**src/hdl/double_ended_queue_core_assert.svh**
```systemverilog
// Assertion macros shared by the double-ended queue RTL.
// Expects a clock named clk and an active-low reset named arst_n in scope.
`ifndef DOUBLE_ENDED_QUEUE_CORE_ASSERT_SVH
`define DOUBLE_ENDED_QUEUE_CORE_ASSERT_SVH

// Same-cycle implication, checked outside reset.
`define DQC_ASSERT_IMP(label, ante, cons) \
	label: assert property (@(posedge clk) disable iff (!arst_n) (ante) |-> (cons)) \
		else $error("dqc assertion failed");

// Next-cycle implication, checked outside reset.
`define DQC_ASSERT_NXT(label, ante, cons) \
	label: assert property (@(posedge clk) disable iff (!arst_n) (ante) |=> (cons)) \
		else $error("dqc assertion failed");

`endif

```
**src/hdl/dqc_pkg.sv**
```systemverilog
// Package for the double-ended queue: opcodes, status codes, FSM states and
// the command and result transaction structs. No dependencies.
`timescale 1ns / 1ps

package dqc_pkg;

	typedef enum logic [2:0] {
		OP_PUSH_FRONT = 3'd0,
		OP_PUSH_REAR  = 3'd1,
		OP_POP_FRONT  = 3'd2,
		OP_POP_REAR   = 3'd3,
		OP_DUMP       = 3'd4
	} op_t;

	typedef enum logic [1:0] {
		ST_OK    = 2'd0,
		ST_EMPTY = 2'd1,
		ST_FULL  = 2'd2
	} status_t;

	typedef enum logic {
		S_IDLE = 1'b0,
		S_DUMP = 1'b1
	} state_t;

	typedef struct packed {
		logic        [2:0]  opcode;
		logic signed [31:0] value;
	} cmd_t;

	typedef struct packed {
		logic signed [31:0] word;
		logic        [1:0]  status;
		logic               last;
	} result_t;

endpackage

```
**src/hdl/double_ended_queue_core.sv**
```systemverilog
// Top level of the bounded double-ended queue: ring buffer in one RAM,
// head and occupancy registers, dump sequencer. Uses dqc_pkg, dqc_ram and
// double_ended_queue_core_assert.svh.
//
//   channel   signals                 transaction taken when
//   command   start, busy, cmd        start && !busy at a rising edge
//   result    strobe, result          strobe high; receiver cannot stall
//
// Push and pop may follow one another every cycle; their result appears the
// cycle after acceptance, once the RAM read returns. A dump holds busy after
// acceptance until its last word is read, one RAM read per stored word, and
// emits one result per cycle. Undefined opcodes are taken and give no result.
// Reset empties the queue; slot contents are not cleared.
`timescale 1ns / 1ps
`include "double_ended_queue_core_assert.svh"

module double_ended_queue_core #(
	parameter int DEPTH = 32
) (
	input  logic             clk,
	input  logic             arst_n,
	input  logic             start,
	output logic             busy,
	input  dqc_pkg::cmd_t    cmd,
	output logic             strobe,
	output dqc_pkg::result_t result
);

	import dqc_pkg::*;

	localparam int AW = (DEPTH > 1) ? $clog2(DEPTH) : 1;
	localparam int CW = $clog2(DEPTH + 1);
	localparam int SW = CW + 1;
	localparam logic [CW-1:0] DEPTH_C = CW'(DEPTH);
	localparam logic [AW-1:0] LAST_IDX = AW'(DEPTH - 1);

	state_t state_q, state_d;
	logic [AW-1:0] head_q, head_d;
	logic [CW-1:0] occ_q, occ_d;
	logic [CW-1:0] cnt_q, cnt_d;

	logic          rsp_v_s1, rsp_v_d;
	status_t       rsp_st_s1, rsp_st_d;
	logic          rsp_last_s1, rsp_last_d;
	logic          rsp_mem_s1, rsp_mem_d;

	logic          ram_we, ram_re;
	logic [AW-1:0] ram_waddr, ram_raddr;
	logic [31:0]   ram_rdata;

	logic          accept, is_full, is_empty;
	op_t           op;
	logic [CW-1:0] offset;
	logic [SW-1:0] sum;
	logic [AW-1:0] wrap_idx, head_dec, head_inc;

	assign accept   = start && !busy;
	assign op       = op_t'(cmd.opcode);
	assign is_full  = (occ_q == DEPTH_C);
	assign is_empty = (occ_q == '0);
	assign busy     = (state_q == S_DUMP);

	// Offset from the head for the one slot touched this cycle.
	always_comb begin
		offset = '0;
		if (state_q == S_DUMP) begin
			offset = cnt_q;
		end else begin
			case (op)
				OP_PUSH_REAR: offset = occ_q;
				OP_POP_REAR:  offset = occ_q - 1'b1;
				default:      offset = '0;
			endcase
		end
	end

	// Head plus offset stays below twice the depth, so one subtract wraps it.
	assign sum      = SW'(head_q) + SW'(offset);
	assign wrap_idx = (sum >= SW'(DEPTH)) ? AW'(sum - SW'(DEPTH)) : AW'(sum);
	assign head_dec = (head_q == '0) ? LAST_IDX : head_q - 1'b1;
	assign head_inc = (head_q == LAST_IDX) ? '0 : head_q + 1'b1;

	always_ff @(posedge clk or negedge arst_n) begin
		if (!arst_n) begin
			state_q <= S_IDLE;
		end else begin
			state_q <= state_d;
		end
	end

	always_comb begin
		state_d    = state_q;
		head_d     = head_q;
		occ_d      = occ_q;
		cnt_d      = cnt_q;
		ram_we     = 1'b0;
		ram_waddr  = wrap_idx;
		ram_re     = 1'b0;
		ram_raddr  = wrap_idx;
		rsp_v_d    = 1'b0;
		rsp_st_d   = ST_OK;
		rsp_last_d = 1'b1;
		rsp_mem_d  = 1'b0;
		case (state_q)
			S_IDLE: begin
				if (accept) begin
					case (op)
						OP_PUSH_FRONT: begin
							rsp_v_d = 1'b1;
							if (is_full) begin
								rsp_st_d = ST_FULL;
							end else begin
								ram_we    = 1'b1;
								ram_waddr = head_dec;
								head_d    = head_dec;
								occ_d     = occ_q + 1'b1;
							end
						end
						OP_PUSH_REAR: begin
							rsp_v_d = 1'b1;
							if (is_full) begin
								rsp_st_d = ST_FULL;
							end else begin
								ram_we = 1'b1;
								occ_d  = occ_q + 1'b1;
							end
						end
						OP_POP_FRONT: begin
							rsp_v_d = 1'b1;
							if (is_empty) begin
								rsp_st_d = ST_EMPTY;
							end else begin
								ram_re    = 1'b1;
								ram_raddr = head_q;
								rsp_mem_d = 1'b1;
								head_d    = head_inc;
								occ_d     = occ_q - 1'b1;
							end
						end
						OP_POP_REAR: begin
							rsp_v_d = 1'b1;
							if (is_empty) begin
								rsp_st_d = ST_EMPTY;
							end else begin
								ram_re    = 1'b1;
								rsp_mem_d = 1'b1;
								occ_d     = occ_q - 1'b1;
							end
						end
						OP_DUMP: begin
							rsp_v_d = 1'b1;
							if (is_empty) begin
								rsp_st_d = ST_EMPTY;
							end else begin
								ram_re     = 1'b1;
								rsp_mem_d  = 1'b1;
								rsp_last_d = (occ_q == CW'(1));
								cnt_d      = CW'(1);
								if (occ_q != CW'(1)) begin
									state_d = S_DUMP;
								end
							end
						end
						default: ;
					endcase
				end
			end
			S_DUMP: begin
				ram_re     = 1'b1;
				rsp_v_d    = 1'b1;
				rsp_mem_d  = 1'b1;
				rsp_last_d = (cnt_q == occ_q - 1'b1);
				cnt_d      = cnt_q + 1'b1;
				if (rsp_last_d) begin
					state_d = S_IDLE;
				end
			end
			default: state_d = S_IDLE;
		endcase
	end

	always_ff @(posedge clk or negedge arst_n) begin
		if (!arst_n) begin
			head_q   <= '0;
			occ_q    <= '0;
			cnt_q    <= '0;
			rsp_v_s1 <= 1'b0;
		end else begin
			head_q   <= head_d;
			occ_q    <= occ_d;
			cnt_q    <= cnt_d;
			rsp_v_s1 <= rsp_v_d;
		end
	end

	always_ff @(posedge clk) begin
		rsp_st_s1   <= rsp_st_d;
		rsp_last_s1 <= rsp_last_d;
		rsp_mem_s1  <= rsp_mem_d;
	end

	dqc_ram #(
		.WIDTH(32),
		.DEPTH(DEPTH)
	) u_slots (
		.clk  (clk),
		.we   (ram_we),
		.waddr(ram_waddr),
		.wdata(cmd.value),
		.re   (ram_re),
		.raddr(ram_raddr),
		.rdata(ram_rdata)
	);

	assign strobe        = rsp_v_s1;
	assign result.word   = rsp_mem_s1 ? ram_rdata : '0;
	assign result.status = rsp_st_s1;
	assign result.last   = rsp_last_s1;

	`DQC_ASSERT_IMP(a_occ_bound, 1'b1, occ_q <= DEPTH_C)
	`DQC_ASSERT_IMP(a_dump_cnt, state_q == S_DUMP, cnt_q != '0 && cnt_q < occ_q)
	`DQC_ASSERT_NXT(a_dump_holds_occ, state_q == S_DUMP, $stable(occ_q) && $stable(head_q))
	`DQC_ASSERT_IMP(a_no_write_full, ram_we, !is_full && !ram_re)
	`DQC_ASSERT_NXT(a_full_flag, accept && is_full && (op == OP_PUSH_FRONT || op == OP_PUSH_REAR), strobe && result.status == ST_FULL && result.word == '0)

endmodule

```
**src/hdl/dqc_ram.sv**
```systemverilog
// Generic single-write, single-read synchronous RAM with registered read data.
// Standalone; no package dependency.
`timescale 1ns / 1ps

module dqc_ram #(
	parameter int WIDTH = 32,
	parameter int DEPTH = 32
) (
	input  logic                     clk,
	input  logic                     we,
	input  logic [$clog2(DEPTH)-1:0] waddr,
	input  logic [WIDTH-1:0]         wdata,
	input  logic                     re,
	input  logic [$clog2(DEPTH)-1:0] raddr,
	output logic [WIDTH-1:0]         rdata
);

	logic [WIDTH-1:0] mem [DEPTH];

	always_ff @(posedge clk) begin
		if (we) begin
			mem[waddr] <= wdata;
		end
		if (re) begin
			rdata <= mem[raddr];
		end
	end

endmodule

```
**config.mk**
```make
export PLATFORM = sky130hd
export DESIGN_NAME = double_ended_queue_core
export DESIGN_NICKNAME = d
export VERILOG_FILES = /design/src/hdl/dqc_pkg.sv /design/src/hdl/double_ended_queue_core.sv /design/src/hdl/dqc_ram.sv
export VERILOG_INCLUDE_DIRS = /design/src /design/src/hdl
export SDC_FILE = /design/constraint.sdc
export NUM_CORES = 1
export LEC_CHECK = 0
export BUFFER_PORTS_ARGS = -buffer_cell sky130_fd_sc_hd__buf_2
export CAP_MARGIN = 20
export CORE_MARGIN = 3
export CORE_UTILIZATION = 46
export DETAILED_ROUTE_END_ITERATION = 12
export PLACE_DENSITY = 0.71
export SLEW_MARGIN = 20
export SYNTH_ARGS = -nofsm -noshare
export SYNTH_HDL_FRONTEND = slang
export SYNTH_SLANG_ARGS = --single-unit
export TNS_END_PERCENT = 20
```
**constraint.sdc**
```tcl
create_clock -name clk -period 8.2 [get_ports clk]
set_clock_uncertainty 0.15 [all_clocks]
set_input_delay 0.41 -clock clk [delete_from_list [all_inputs] [get_ports clk]]
set_output_delay 0.41 -clock clk [all_outputs]
set_load 0.005 [all_outputs]
```
Word-level counts from Yosys, hierarchy flattened
Memory sizes are Yosys's and may differ from the RTL's. A register that Yosys moved wholly into a read port is not among the register bits.
Cells that the tools add are included.
{"block": "op_classes", "mul": 0, "magnitude_cmp": 1, "reduce_logical": 15, "eq_ne": 16, "n_bitwise": 2, "mux": 50, "div_mod_pow": 0, "shifts": 0, "addsub": 7}
{"op": "5-bit two-way mux", "count": 13}
{"op": "6-bit two-way mux", "count": 6}
{"op": "6-bit case mux with 2 select lines", "count": 3}
{"op": "32-bit two-way mux", "count": 1}
{"op": "1-bit two-way mux", "count": 20}
{"op": "6-bit by 1-bit adder with 6-bit output (second input constant)", "count": 2}
{"op": "2-bit inequality test (second input constant)", "count": 6}
{"op": "5-bit case mux with 2 select lines", "count": 1}
{"op": "5-bit AND reduction", "count": 2}
{"op": "5-bit by 1-bit subtractor with 5-bit output (second input constant)", "count": 2}
{"op": "1-bit case mux with 2 select lines", "count": 4}
{"op": "5-bit by 6-bit adder with 7-bit output", "count": 1}
{"op": "7-bit by 6-bit greater-or-equal comparator with 1-bit output (second input constant)", "count": 1}
{"op": "3-bit by 2-bit == test with 1-bit output (second input constant)", "count": 2}
{"op": "6-bit by 1-bit == test with 1-bit output (second input constant)", "count": 1}
{"op": "6-bit == test", "count": 1}
{"op": "6-bit == test (second input constant)", "count": 1}
{"op": "6-bit zero test", "count": 1}
{"op": "6-bit by 1-bit inequality test with 1-bit output (second input constant)", "count": 1}
{"op": "2-bit OR reduction", "count": 3}
{"op": "6-bit by 1-bit subtractor with 6-bit output (second input constant)", "count": 1}
{"op": "5-bit by 1-bit adder with 5-bit output (second input constant)", "count": 1}
{"op": "5-bit == test (second input constant)", "count": 1}
{"op": "5-bit zero test", "count": 1}
{"op": "13 further kinds", "count": 15}
{"block": "totals", "mem_bits_ro": 0, "latch_bits": 0, "memories": 1, "output_inout_bits": 37, "word_cells": 100, "ramBits": 1024, "register_bits": 23}
{"name": "u_slots.mem", "words": 32, "word_bits": 32, "read_ports": 1, "rd_clocked_by_memory_dff": 1, "write_ports": 1, "line": "dqc_ram.sv:18", "source": "logic [WIDTH-1:0] mem [DEPTH];"}

Logic depth before layout (Yosys ltp)
Gate-level depths: netlist (run 1).
{"block": "logic_depth", "depth_word": 10, "mapped_depth": 15}

By module
From an unflattened synthesis (run 1), not the netlist that was laid out.
{"block": "hier_totals", "cells_unflattened": 2513, "hier_area_um2": 42907.4}
{"module": "dqc_ram", "area_each_um2": 40812.9, "instances": 1, "seq_area_each_um2": 31710.4, "cells_each": 2260}
{"module": "double_ended_queue_core", "area_each_um2": 2094.5, "instances": 1, "seq_area_each_um2": 555.5, "cells_each": 253}

Worst setup path after synthesis (run 1)
No wires, ideal clock.
{"block": "synth_path", "path_type": "in2reg", "startpoint": "input port cmd[33] (netlist bit)", "endpoint": "memory u_slots.mem[0][0] (enable)", "slack_ns": 3.467, "path_stages": 14, "t_arrival_ns": 4.162, "setup_time_ns": 0.421, "t_required_ns": 7.629, "path_cell_list": "clkbuf_1 -> clkbuf_1 -> xnor2_1 -> o21ai_0 -> ha_1 -> inv_1 -> fa_1 -> inv_1 -> a21o_1 -> a21oi_1 -> xnor3_1 -> o21ai_0 -> nand2_1 -> nor2_1"}
{"block": "synth_via", "elab_chain_len": 10, "elab_cells_between_ends": 19}
{"item": "from (decl)", "line": "double_ended_queue_core.sv:24", "source": "input dqc_pkg::cmd_t cmd,"}
{"item": "3-bit by 2-bit == test with 1-bit output or 3-bit by 1-bit == test with 1-bit output (tied branches)", "line": "double_ended_queue_core.sv:69, double_ended_queue_core.sv:107"}
{"item": "6-bit case mux with 2 select lines", "line": "double_ended_queue_core.sv:69", "source": "case (op)"}
{"item": "6-bit two-way mux", "line": "double_ended_queue_core.sv:66", "source": "if (state_q == S_DUMP) begin"}
{"item": "5-bit by 6-bit adder with 7-bit output", "line": "double_ended_queue_core.sv:78", "source": "assign sum = SW'(head_q) + SW'(offset);"}
{"item": "7-bit by 6-bit greater-or-equal comparator with 1-bit output or 5-bit by 1-bit subtractor with 5-bit output (tied branches)", "line": "double_ended_queue_core.sv:79", "source": "assign wrap_idx = (sum >= SW'(DEPTH)) ? AW'(sum - SW'(DEPTH)) : AW'(sum);"}
{"item": "5-bit two-way mux", "line": "double_ended_queue_core.sv:79"}
{"item": "5-bit two-way mux", "line": "double_ended_queue_core.sv:110", "source": "if (is_full) begin"}
{"item": "5-bit two-way mux", "line": "double_ended_queue_core.sv:107", "source": "case (op)"}
{"item": "5-bit two-way mux", "line": "double_ended_queue_core.sv:106", "source": "if (accept) begin"}
{"item": "5-bit two-way mux", "line": "double_ended_queue_core.sv:104", "source": "case (state_q)"}
{"item": "to (decl)", "line": "dqc_ram.sv:18"}
Parallel ways exist; a longest one is shown, timed or not.

Worst setup path in the final report (run 1)
{"block": "layout_path", "startpoint": "register occ_q[0]", "endpoint": "memory u_slots.mem[31][11] (enable)"}
{"block": "layout_via", "elab_chain_len": 10, "elab_cells_between_ends": 18}
{"item": "from (decl)", "line": "double_ended_queue_core.sv:39", "source": "logic [CW-1:0] occ_q, occ_d;"}
{"item": "from (signal assigned)", "line": "double_ended_queue_core.sv:185", "source": "occ_q <= '0;"}
{"item": "from (signal assigned)", "line": "double_ended_queue_core.sv:190", "source": "occ_q <= occ_d;"}
{"item": "6-bit by 1-bit subtractor with 6-bit output", "line": "double_ended_queue_core.sv:71", "source": "OP_POP_REAR: offset = occ_q - 1'b1;"}
{"item": "6-bit case mux with 2 select lines", "line": "double_ended_queue_core.sv:69"}
{"item": "6-bit two-way mux", "line": "double_ended_queue_core.sv:66"}
{"item": "5-bit by 6-bit adder with 7-bit output", "line": "double_ended_queue_core.sv:78"}
{"item": "7-bit by 6-bit greater-or-equal comparator with 1-bit output or 5-bit by 1-bit subtractor with 5-bit output (tied branches)", "line": "double_ended_queue_core.sv:79"}
{"item": "5-bit two-way mux", "line": "double_ended_queue_core.sv:79"}
{"item": "5-bit two-way mux", "line": "double_ended_queue_core.sv:110"}
{"item": "5-bit two-way mux", "line": "double_ended_queue_core.sv:107"}
{"item": "5-bit two-way mux", "line": "double_ended_queue_core.sv:106"}
{"item": "5-bit two-way mux", "line": "double_ended_queue_core.sv:104"}
Parallel ways exist; a longest one is shown, timed or not.

==> results of run 1 <==
## cell usage in the layout, fill, tap and decap left out, drive strengths merged, types with 3 or more instances in the layout
cell type    instances
a2111oi              3
clkbuf             131
ha                  12
o21ai               23
mux2i               12
nand2b               5
or3                  3
dfrtp               19
bufinv               4
a32oi              128
a31oi                3
xor2                10
a21o                 4
o22ai                3
nand2              941
edfxtp            1056
o31ai                7
nor3                 4
and2                34
and3                 3
nor2                48
xnor2               19
inv                 18
nand4              160
a21oi              131
dfxtp                4
buf                132
mux2                 3
dlygate4sd3          4
nor2b                3
nand3              273
clkinv              46
## kinds of logic after synthesis
kind of cell	count (synthesis)
adders and majority gates	13
buffers and inverters	210
muxes	15
DFF	1079
and+or+nand+nor	1483
xor gates and xnor gates	31
AOI/OAI and AO/OA	312
## worst max path at each step
stage,slack [ns],start,end,cells past startpoint
3_3_place_gp,3.23,cmd[34],u_slots.rdata[7],9
2_1_floorplan,3.47,cmd[33],u_slots.mem[0][0],14
6_report,3.15,occ_q[0],u_slots.mem[31][11],12
3_5_place_dp,3.15,cmd[34],u_slots.rdata[11],9
4_1_cts,3.14,busy,u_slots.rdata[11],8
5_1_grt,2.91,occ_q[0],u_slots.mem[13][4],15
## what timing repair did
action / 4_1_cts / 5_1_grt
gates resized for setup: 0 / 0
hold buffers: 4 / 0
hold endpoints to repair: 22 / 0
## layer usage
metal  vias to the layer above  global-route usage, %
met2                      1436                  34.74
met4                         4                  7.453
met5                         -                      0
met3                       217                  4.829
li1                      11764                      -
met1                     13407                  31.85
## worst reg2reg max path: stages, from the launching register on
cell	delay, ns
dfrtp_1	0.48
inv_1	0.16
ha_1	0.37
nand2_1	0.08
o21ai_0	0.07
o21ai_0	0.25
inv_1	0.09
fa_1	0.62
mux2i_1	0.27
and3_1	0.23
nand2_1	0.49
nor2_4	1.07
buf_4	0.39
## registers in the layout, summed over array words and instances, names as in the netlist
name	cells
busy	1
u_slots.mem	1024
rsp_mem_s1	1
head_q	5
strobe	1
cnt_q	6
occ_q	6
rsp_last_s1	1
rsp_st_s1	2
u_slots.rdata	32
## metrics by stage
stage	area, sq um	utilization, %	hold WS (ns)	instances
2_1_floorplan	42650	-	-0.03559	3143
3_3_place_gp	44320	48.28	0.2325	4309
3_5_place_dp	44500	48.48	0.2337	4316
4_1_cts	47740	52.01	0.06868	4509
5_1_grt	47840	52.11	0.1037	4514
6_report	47840	52.11	0.07061	4515
## area by class of cell
cell class / count / area, sq um / share of cell area [%]
Clock inverter: 58 / 390.4 / 0.8160
Timing Repair Buffer: 136 / 1085 / 2.267
Clock buffer: 131 / 2810 / 5.874
Antenna cell: 2 / 5.005 / 0.01046
Tap cell: 1243 / 1555 / 3.251
Multi-Input combinational cell: 1854 / 9684 / 20.24
Inverter: 12 / 45.04 / 0.09415
Sequential cell: 1079 / 32270 / 67.45
==> results.py, run 1 <==
metrics = {
    "min_path": {
        "hp-class": "input port to asynchronous set/reset pin",
    },
    "setup_path": {
        "path_max_fanout": 22,
        "crit_family": "simple AND/OR/NAND/NOR gates",
        "ff2ff_path_depth": 12,
        "worst-endpoint-arrival_ns": 5.24,
        "cp.buffers_inverters": 3,
        "worstReg2RegStart": "occ_q[0]",
        "slowest_delay_ns": 1.07,
        "start_kind": "flop",
        "slowest_stage": "nor2_4",
        "path_cells": "inv_1 > ha_1 > nand2_1 > o21ai_0 > o21ai_0 > inv_1 > fa_1 > mux2i_1 > and3_1 > nand2_1 > nor2_4 > buf_4",
        "regToRegSetupSlack_ns": 3.15,
        "timing.rr.end": "u_slots.mem[31][11]",
        "crit_type": "flop to flop",
        "required_ns": 8.39,
        "end_kind": "flop",
    },
    "route": {
        "post_drt_wl_per_cell_microns": 24.47,
        "first_pass_iters": 5,
        "vias_per_cell": 5.942,
        "drt_iter0_markers": 3445,
        "num_vias": 26828,
        "wl_met1_microns": 44540,
        "wl_met2_microns": 51230,
        "drc": 0,
        "wl_microns": 110500,
        "wl_met3_microns": 11570,
        "antenna_left": 0,
        "highest_layer": "met5",
    },
    "placed_design": {
        "dp_hpwl_microns": 60080,
        "portBuffers": 74,
        "gp_congestion": 0.8295,
        "dp_slack_ns": 3.150,
    },
    "global_route": {
        "grt_usage_pct": 22.45,
        "grt_pass1_vias": 25702,
        "grt_pass1_wl_microns": 165000,
        "antenna_found_initial": 5,
        "grt_max_degree": 176,
        "grt.overflow.total": 0,
    },
    "sta": {
        "slew_headroom_pct": 24.50,
        "drv_slew": 0,
        "fin_crit_ns": 5.047,
        "setup_slack_ns": 3.153,
        "finalHoldViolCount": 0,
        "rsz0062_at_grt": "false",
        "final-setup-viol-count": 0,
        "clock.fmax_mhz": 198.2,
        "fin_setup_tns_ns": 0,
        "post-route-period-util_pct": 61.54,
        "worstMarginPinSlew_ns": 1.125,
    },
    "synthesis": {
        "synth-compound-area-share_pct": 5.122,
        "synthAdderAreaFrac_pct": 0.3989,
        "ys_top_cells_by_area": "edfxtp_1 (74%), nand2_1 (8.3%), nand3_1 (3.2%)",
        "synthCells": 3143,
        "synth_top_family_by_area": "simple AND/OR/NAND/NOR gates",
        "synth-simple-area-share_pct": 15.21,
        "synth_edf_count": 1056,
        "synthMuxAreaShare_pct": 0.4371,
        "synth_top_area_share_pct": 74.34,
        "yosysMostFrequentCell": "edfxtp_1",
        "synth.avg_cell_area_sq_um": 13.57,
        "synth_area_leader_cell": "edfxtp_1",
        "syn_area_sq_mm": 0.04265,
        "ys_warn_count": 0,
        "synthTopCellsByCount": "edfxtp_1 (1056), nand2_1 (941), nand3_1 (273)",
        "ys_types": 56,
        "synth_seq_area_share_pct": 75.65,
        "synth_xor_area_share_pct": 0.7011,
        "ys_seq_elements": 1079,
        "syn_nets": 3194,
        "synth_top_flop_cell": "edfxtp_1",
        "async_flop_share_pct": 1.761,
    },
    "run": {
        "maxCapViolations": 0,
    },
    "clocking": {
        "cts_made_buffers": 105,
        "cts_setup_buffers": 0,
        "cts_tree": "built",
        "clock_sinks": 1079,
        "htree_num_levels": 3,
        "clock_path_buffers": 3,
        "root_buffer": "clkbuf_16",
        "path_clk_slew_ns": 0.06,
        "insertion_delay_ns": 0.67,
    },
    "run_status": {
        "status": "completed",
    },
    "floorplan": {
        "core_area_sq_mm": 0.09180,
        "fp-row-count": 111,
        "num_io_pins": 75,
        "fp.dieH_microns": 310.5,
        "dieArea_sq_mm": 0.09641,
        "start_util_pct": 46.46,
        "die_w_microns": 310.5,
    },
    "final_layout": {
        "drive_gt1_share_pct": 10.03,
        "area_growth_pct": 12.16,
        "fill_cells": 7374,
        "nets": 3239,
    },
}
Power of run 1 is left out: the tool's default activity adds up to more than one toggle a clock period on the data nets, which glitch-free logic cannot reach.
==> inputs of run 2 (changes only) <==
==> constraint.sdc (replaced) <==
create_clock -name clk -period 4.7 [get_ports clk]
set_clock_uncertainty 0.15 [all_clocks]
set_input_delay 0.235 -clock clk [delete_from_list [all_inputs] [get_ports clk]]
set_output_delay 0.235 -clock clk [all_outputs]
set_load 0.005 [all_outputs]
==> run 2 against run 1 <==
Effect of this change:
- die area stayed put
- global-route usage is 0.54 points higher
- routed wire length is 2.5% higher
- utilization is 1.7 points higher
- clock-buffer cell count is 13 lower
- critical path depth is 2 higher
- worst setup slack worse by 2.8 ns
- register-to-register slack worse by 2.8 ns
- first-iteration DRC count is 1.9% lower
- via count is 1.7% higher
- final cell count is 2.1% higher
- design area is 3.3% higher
==> results.py, run 2 (synthesis results as in run 1) <==
metrics = {
    "run_status": {
        "status": "completed",
    },
    "sta": {
        "rsz0062_at_grt": "false",
        "worstMarginPinSlew_ns": 1.103,
        "clock.fmax_mhz": 227.6,
        "slew_headroom_pct": 26.49,
        "post-route-period-util_pct": 93.49,
        "fin_crit_ns": 4.394,
        "drv_slew": 0,
        "finalHoldViolCount": 0,
        "final-setup-viol-count": 0,
        "fin_setup_tns_ns": 0,
    },
    "run": {
        "maxCapViolations": 0,
    },
    "final_layout": {
        "ff_latch_area_sq_mm": 0.03227,
        "drive_gt1_share_pct": 12.01,
        "regMostFlops": "u_slots.mem",
        "largestRegisters": "u_slots.mem (1024), u_slots.rdata (32)",
        "area_growth_pct": 15.84,
        "nets": 3335,
        "multi_input_comb_area_sq_mm": 0.009684,
        "mostFrequentLayoutCells": "edfxtp_1 (1056), nand2_1 (938), nand3_1 (273)",
        "final_common_cell": "edfxtp_1",
        "fill_cells": 7243,
        "largest_reg_flops": 1024,
    },
    "route": {
        "post_drt_wl_per_cell_microns": 24.56,
        "antenna_left": 0,
        "drt_iter0_markers": 3380,
        "first_pass_iters": 5,
        "wl_microns": 113200,
        "vias_per_cell": 5.918,
        "num_vias": 27289,
        "drc": 0,
    },
    "clocking": {
        "path_clk_slew_ns": 0.06,
        "clock_path_buffers": 3,
        "root_buffer": "clkbuf_16",
        "htree_num_levels": 3,
        "cts_setup_buffers": 0,
        "insertion_delay_ns": 0.68,
        "cts_made_buffers": 102,
        "clock_sinks": 1079,
        "cts_tree": "built",
    },
    "placed_design": {
        "dp_hpwl_microns": 64540,
        "portBuffers": 74,
        "gp_congestion": 0.8232,
    },
    "min_path": {
        "hp-class": "input port to flop",
    },
    "setup_path": {
        "start_kind": "flop",
        "worst-endpoint-arrival_ns": 4.64,
        "crit_type": "flop to flop",
        "required_ns": 4.95,
        "end_kind": "flop",
        "path_max_fanout": 60,
    },
    "floorplan": {
        "core_area_sq_mm": 0.09180,
        "fp-row-count": 111,
        "num_io_pins": 75,
        "dieArea_sq_mm": 0.09641,
        "die_w_microns": 310.5,
        "start_util_pct": 46.46,
        "fp.dieH_microns": 310.5,
    },
    "global_route": {
        "grt_pass1_wl_microns": 167800,
        "antenna_found_initial": 5,
        "grt_max_degree": 81,
        "grt_usage_pct": 23.00,
        "grt.overflow.total": 0,
        "grt_pass1_vias": 26091,
    },
}
## run 2: timing repair
| item | CTS | global route |
|---|---|---|
| gates resized for setup | 0 | 0 |
| hold endpoints to repair | 1051 | 0 |
| hold buffers | 38 | 0 |
## run 2: worst paths after layout
path	startpoint	end	slack [ns]	cells past startpoint
max in group asynchronous	arst_n	head_q[1]	3.18	3
worst min register to register	cnt_q[5]	cnt_q[5]	0.41	2
worst min-delay path	cmd[32]	busy	0.05	5
worst max-delay path	occ_q[0]	u_slots.rdata[20]	0.31	14
worst max register to register	occ_q[0]	u_slots.rdata[20]	0.31	14
min in group asynchronous	arst_n	head_q[2]	0.63	3
## run 2: layout make-up
cell class / count / share of cell area, %
antenna: 3 / 0.01519
clock buffer: 118 / 5.288
clock inverter: 67 / 1.535
inverter: 12 / 0.09116
multi-input combinational: 1854 / 19.60
sequential: 1079 / 65.31
tap: 1243 / 3.148
timing repair buffer: 235 / 5.017
## run 2: metrics by stage
step,setup WS [ns],cells,area [sq um],utilization [%],hold slack [ns]
3_5_place_dp,0.3517,4384,45640,49.71,0.06356
4_1_cts,0.3264,4607,49390,53.80,0.008945
5_1_grt,0.05181,4608,49400,53.81,0.04722
2_1_floorplan,0.08145,3143,42650,-,-0.2106
3_3_place_gp,0.4578,4384,45640,49.71,0.06146
6_report,0.3059,4611,49410,53.82,0.05461
## run 2: per-layer routing
layer  share of wire (%)  vias up  GRT usage [%]  wire length, microns
met5               0.020        -              0                    23
met4                 2.3        4          6.092                  2654
met3                  11      206          4.322                 12550
met2                  47     1545          36.29                 53080
met1                  40    13590          33.06                 44930
li1                    -    11944              -                     -
## run 2: worst max-delay path: stages (launching register included)
cell and delay (ns):
dfrtp_1 0.48, inv_1 0.16, ha_1 0.37, nand2_1 0.08, o21ai_0 0.08, o21ai_0 0.29
inv_1 0.10, fa_1 0.44, xor2_1 0.54, nand2_1 0.11, mux2_4 0.63, a21oi_1 0.33
a32oi_1 0.10, nand4_1 0.13, nand4_1 0.10
Power of run 2 is left out for the same reason.
